==> config.mk <==
export PLATFORM = sky130hd
export DESIGN_NAME = prxe_ctrl
export DESIGN_NICKNAME = d
export VERILOG_FILES = /design/src/hw/rtl/prxe_pkg.sv /design/src/hw/rtl/prxe_ctrl.sv
export SDC_FILE = /design/constraint.sdc
export NUM_CORES = 1
export LEC_CHECK = 0
export BUFFER_PORTS_ARGS = -buffer_cell sky130_fd_sc_hd__buf_2
export CORE_MARGIN = 4
export CORE_UTILIZATION = 30
export DETAILED_ROUTE_END_ITERATION = 7
export PLACE_DENSITY = 0.59
export SLEW_MARGIN = 20
export SYNTH_ARGS = -nofsm -noshare
export SYNTH_HDL_FRONTEND = slang
export SYNTH_SLANG_ARGS = --single-unit
==> constraint.sdc <==
create_clock -name clk -period 2.1 [get_ports clk]
set_input_delay 0.42 -clock clk [delete_from_list [all_inputs] [get_ports clk]]
set_output_delay 0.42 -clock clk [all_outputs]
set_load 0.05 [all_outputs]
==> src/hw/rtl/prxe_pkg.sv <==
// ============================================================================
// prxe_pkg
// Shared types and constants of the packed 12bpp pixel and rectangle engine.
// ============================================================================
package prxe_pkg;

    // geometry registers and item field widths
    localparam int CFG_W     = 11;
    localparam int CFG_IDX_W = 1;
    localparam int COORD_W   = 16;
    localparam int PIX_W     = 12;

    // pixel store: one 12-bit entry per pixel index, two entries per three bytes
    localparam int MAX_PIXELS = 1048576;
    localparam int PIX_AW     = $clog2(MAX_PIXELS);

    // y*width + x with both factors below 2^CFG_W
    localparam int IDX_W = 2 * CFG_W;

    localparam logic [CFG_W-1:0] SCREEN_WIDTH_RST  = CFG_W'(800);
    localparam logic [CFG_W-1:0] SCREEN_HEIGHT_RST = CFG_W'(600);

    // command codes
    typedef enum logic [1:0] {
        CMD_DRAW  = 2'd0,
        CMD_FILL  = 2'd1,
        CMD_CLEAR = 2'd2,
        CMD_READ  = 2'd3
    } cmd_code_t;

    // configuration register indexes
    typedef enum logic [CFG_IDX_W-1:0] {
        CFG_SCREEN_WIDTH  = 1'b0,
        CFG_SCREEN_HEIGHT = 1'b1
    } cfg_reg_t;

    // input item
    typedef struct packed {
        cmd_code_t          command;
        logic [COORD_W-1:0] x_pos;
        logic [COORD_W-1:0] y_pos;
        logic [COORD_W-1:0] rect_width;
        logic [COORD_W-1:0] rect_height;
        logic [PIX_W-1:0]   color;
    } pixel_item_t;

    // result item
    typedef struct packed {
        logic [PIX_W-1:0] pixel_color;
        logic             status;
    } pixel_result_t;

    // controller to datapath
    typedef struct packed {
        logic load_item;
        logic calc_addr;
        logic calc_idx;
        logic wr_pixel;
        logic rd_pixel;
        logic fill_step;
        logic clr_step;
        logic load_rsp;
    } ctrl_cmd_t;

    // datapath to controller
    typedef struct packed {
        cmd_code_t command;
        logic      on_screen;
        logic      rect_empty;
        logic      fill_last;
        logic      clr_last;
    } dp_stat_t;

endpackage

==> src/hw/rtl/prxe_ctrl.sv <==
// ============================================================================
// prxe_ctrl
// Command sequencer: boot clear sweep, address set-up, pixel access,
// rectangle walk, clear sweep and result hand-off.
// ============================================================================
module prxe_ctrl
    import prxe_pkg::*;
(
    input  logic      clk,
    input  logic      rst_n,
    input  logic      cmd_valid,
    output logic      cmd_stall,
    output logic      rsp_valid,
    input  logic      rsp_stall,
    input  dp_stat_t  stat,
    output ctrl_cmd_t ctrl
);

    typedef enum logic [3:0] {
        S_BOOT,
        S_IDLE,
        S_ADDR,
        S_IDX,
        S_WRITE,
        S_READ,
        S_FILL,
        S_CLEAR,
        S_RESP
    } state_t;

    state_t state_reg;
    state_t state_next;
    logic   rsp_valid_reg;
    logic   rsp_valid_next;
    logic   resp_go;
    logic   take;

    // result slot free or draining, and item intake
    always_comb
    begin
        resp_go = (state_reg == S_RESP) && (!rsp_valid_reg || !rsp_stall);
        take    = cmd_valid && ((state_reg == S_IDLE) || resp_go);
    end

    // datapath commands
    always_comb
    begin
        ctrl           = '0;
        ctrl.load_item = take;
        ctrl.calc_addr = (state_reg == S_ADDR);
        ctrl.calc_idx  = (state_reg == S_IDX);
        ctrl.wr_pixel  = (state_reg == S_WRITE);
        ctrl.rd_pixel  = (state_reg == S_READ);
        ctrl.fill_step = (state_reg == S_FILL);
        ctrl.clr_step  = (state_reg == S_BOOT) || (state_reg == S_CLEAR);
        ctrl.load_rsp  = resp_go;
    end

    // next state
    always_comb
    begin
        state_next = state_reg;
        unique case (state_reg)
            S_BOOT:
            begin
                if (stat.clr_last)
                begin
                    state_next = S_IDLE;
                end
            end
            S_IDLE:
            begin
                if (take)
                begin
                    state_next = S_ADDR;
                end
            end
            S_ADDR:
            begin
                state_next = S_IDX;
            end
            S_IDX:
            begin
                if (stat.command == CMD_CLEAR)
                begin
                    state_next = S_CLEAR;
                end
                else if (!stat.on_screen)
                begin
                    state_next = S_RESP;
                end
                else
                begin
                    case (stat.command)
                        CMD_DRAW: state_next = S_WRITE;
                        CMD_READ: state_next = S_READ;
                        CMD_FILL: state_next = stat.rect_empty ? S_RESP : S_FILL;
                        default:  state_next = S_RESP;
                    endcase
                end
            end
            S_WRITE:
            begin
                state_next = S_RESP;
            end
            S_READ:
            begin
                state_next = S_RESP;
            end
            S_FILL:
            begin
                if (stat.fill_last)
                begin
                    state_next = S_RESP;
                end
            end
            S_CLEAR:
            begin
                if (stat.clr_last)
                begin
                    state_next = S_RESP;
                end
            end
            S_RESP:
            begin
                if (take)
                begin
                    state_next = S_ADDR;
                end
                else if (resp_go)
                begin
                    state_next = S_IDLE;
                end
            end
            default:
            begin
                state_next = S_IDLE;
            end
        endcase
    end

    assign rsp_valid_next = resp_go || (rsp_valid_reg && rsp_stall);

    // state and result valid
    always_ff @(posedge clk or negedge rst_n)
    begin
        if (!rst_n)
        begin
            state_reg     <= S_BOOT;
            rsp_valid_reg <= 1'b0;
        end
        else
        begin
            state_reg     <= state_next;
            rsp_valid_reg <= rsp_valid_next;
        end
    end

    assign cmd_stall = !((state_reg == S_IDLE) || resp_go);
    assign rsp_valid = rsp_valid_reg;

endmodule
# After elaboration in Yosys (flattened, before gate mapping)
# Cells that the tools add are included.
# totals
ff_bits	5
in_bits	10
wordCells	43
# op_classes
n_eq_ne	16
muxes	11
n_reduce_logical	14
# ops
cell	count
4-bit two-way mux	9
4-bit one-hot mux with 8 select lines	1
4-bit by 3-bit equality test with 1-bit output, second input constant	4
4-bit one-hot mux with 3 select lines	1
4-bit by 2-bit equality test with 1-bit output, second input constant	2
2-bit inequality test, second input constant	4
5-bit AND reduction	1
2-bit equality test, second input constant	2
4-bit by 1-bit equality test with 1-bit output, second input constant	1
4-bit equality test, second input constant	1
4-bit logical NOT	1
1-bit logical OR	4
1-bit logical AND	3
1-bit logical NOT	3
3-bit inequality test, second input constant	1
2-bit by 1-bit equality test with 1-bit output, second input constant	1
2-bit logical NOT	1
2-bit OR reduction	1

# Logic depth before layout (Yosys ltp)
# logic_depth
depth_word	7
mapped_depth	7

# Worst setup path after synthesis
# No wires, ideal clock.
# synth_timing
path_type	register to output
start	register state_reg[0]
end	output ctrl[6] in the netlist's numbering
arrival_ns	1.784
t_required_ns	1.680
slack_ns	-0.104
stages_incl_launch_ff	4
path_cell_list	dfrtp_1 > buf_2 > nand2b_1 > nor3_1
# synth_rtl
item	line	rtl
start, declared	prxe_ctrl.sv:31	state_t state_reg;
start signal, assigned	prxe_ctrl.sv:154	state_reg <= state_next;
end, declared	prxe_ctrl.sv:16	output ctrl_cmd_t ctrl

==> impl_results.md <==
* Status: finished, final reports clean
* Leading cell types by count after synthesis: nor2_1, nor3_1, dfrtp_1
* # H-tree levels at 1
* Clock Pin Slew Worst Setup and Hold Paths at approximately 40 ps
* RSZ-0062 raised after global routing: no
* Slew HR at roughly 75%
* Skew final at between 2 and 3 ps
* Worst Setup End Kind: primary output
* Worst hold-check path type: input port to register
* GRT Total Usage at a little under an eighth
* Yosys top cell area share at 26.32%
* Share of layout cells above drive strength 1 at between 30% and 40%
* Antenna cells at 0
* Area contributors post-synth: dfrtp_1, nor3_1, nor2_1
* Mapped Nets at 72
* First-pass GRT wire length at around 1800 um
* Top Ports at 20
* P per Cell Area at between 1500 and 2000 nW/um^2
* Syn Inst Count at 62
* Die area at about 2300 um^2
* CP arrival at about 1600 ps
* Final wirelength at ~1200 um
* Max Slew Vio Count at 0
* R2R cell count at 5
* DR pass1 iterations at 2
* Pin count of the biggest net entering global routing at 16
* Vias after detailed routing at 505
* Fmax at 0.5027 GHz
* FF-to-FF End: state_reg[0]$_DFFE_PN0P_
* Area of the multi-input gates at about 300 um^2
* Leakage at just over 0.3 nW
* Clock Sinks at 5
* Layout Nets at a little over 90
* Cell Rows at 14
* Mapped Area at about 480 um^2
* Initial antenna violation count at 0
* Fill cells at between 150 and 200
* Worst vdd ir at approximately 0.5 mV
* Worst reg2reg setup slack at 440 ps
* DRT iter0 DRCs at 3
* Finished layout cell area at around 620 um^2
* Root buf cell: clkbuf_4
* Via density at around 5.2
* RD Place Congestion at between 0.7 and 0.8
* Post-Place Worst Slack at 246.2 ps
* Die W at around 48 um
* WL per Instance at around 12 um
* Reg area at 127.6 um^2
* Worst Path Required at about 1700 ps
* Total global routing overflow at 0
* #FFs+latches synth at 5
* Post-route minimum period at approximately 2000 ps
* Slew @ Worst Pin at approximately 380 ps
* Sequential element share of the synthesized area at around a quarter
* Worst setup margin at roughly 110 ps
* CP startpoint kind: register
* Synth cell types at 29
* Vias in the first global route at around 460
* Crit-path max FO at 15
* WHS Path Cells at 3
* Crit Path Class: register to primary output
* TNS Setup at 0 ps
* CTS buffer count at 3
* Clk_lat worst skew at 240 ps
* Hold endpoint: rsp_valid$_DFF_PN0_
* Count of final setup violators at 0
* Final core occ at 41.11%
* Area Overhead vs Synth at 30.26%
* Number of port buffers at 19
* Final period utilization at between 90% and 100%
* DRC violations left at 0
* Max reg flops at 4
* Final hold viol count at 0
* Avg Inst Size Synth at 7.669 um^2
* R2R Path Start: state_reg[0]$_DFFE_PN0P_
* Area after DPL at 578.1 um^2
* Setup bufs post-CTS at 0
* Main synth FF type: dfrtp_1
* Ys Warns at 0
* EDFF count, synth at 0
* Number of max-cap violations at 0
* Starting Density at approximately a third
* Synth area leader: dfrtp_1
* Core footprint at 1506 um^2
* Post-DP HPWL at between 900 and 1000 um
* Min-delay src: rsp_stall
* Async S/R FF share, synth at 100.0%
* Die height at 47.81 um
* Bufs on Longest Clock Path at 2
* Antenna viol nets, final at 0
* Count leader, synth: nor2_1
* CTS tree: built
-- where the power goes --
part	internal, mW	switching (mW)
Sequential	0.141	0.0895
Clock	0.0716	0.0360
Combinational	0.260	0.460
-- critical path, cell delays in order (launching register included) --
cell	delay [ps]
dfrtp_2	490
or4_4	540
o21ai_2	90
buf_4	220
-- worst max-delay path by stage --
stage,slack [ps],from,to
after global routing,40,state_reg[0]$_DFFE_PN0P_,ctrl[7]
after global placement,260,state_reg[0]$_DFFE_PN0P_,ctrl[1]
after floorplan,3,state_reg[1]$_DFFE_PN0P_,ctrl[5]
after detailed placement,250,state_reg[0]$_DFFE_PN0P_,ctrl[1]
after CTS,40,state_reg[0]$_DFFE_PN0P_,ctrl[1]
final,110,state_reg[0]$_DFFE_PN0P_,ctrl[1]
-- logic make-up (layout without fill, tap and decap cells) --
family / Yosys count / in the layout / synth area share (%)
muxes: 1 / 1 / 2.105
AOI/OAI and AO/OA: 15 / 15 / 24.47
and+or+nand+nor: 30 / 30 / 35.26
DFF: 5 / 5 / 26.32
buffers and inverters: 11 / 31 / 11.84
-- final cells by class --
cell class	instances	area share, %
Sequential cell	5	20.61
Timing Repair Buffer	22	19.80
Clock buffer	4	4.242
Multi-Input combinational cell	46	49.09
Inverter	5	3.030
Tap cell	16	3.232
-- through the flow --
step / hold WS, ps / total power [mW] / std cells
final: 510.3 / 1.058 / 98
after detailed placement: 234.5 / 0.9439 / 93
after global routing: 526.7 / 1.140 / 98
after CTS: 501.2 / 1.067 / 98
after global placement: 234.5 / 0.9387 / 93
after floorplan: 124.4 / 0.8202 / 62
-- cells in the final DEF, fill, tap and decap left out, types with 2 or more instances in the layout --
master    instances
a21oi_1           3
a31oi_1           2
buf_2            18
buf_4             3
clkbuf_4          3
dfrtp_1           3
dfrtp_2           2
inv_1             4
nand2_1           4
nand2b_1          2
nand3b_1          2
nor2_1            7
nor2b_1           2
nor3_1            5
o21ai_0           2
o32a_1            2
-- per-layer routing --
metal	vias up	routed length, um	GRT usage (%)
li1	268	-	-
met4	0	17	6.452
met2	11	584	18.73
met3	2	58	1.128
met1	224	498	14.19
met5	-	0	0
-- what timing repair did --
item,in CTS,in global routing
setup endpoints to repair,1,2
resized for setup,1,2
hold endpoints to repair,5,0
hold buffers,1,0
Power figures use the tool's default switching activity.
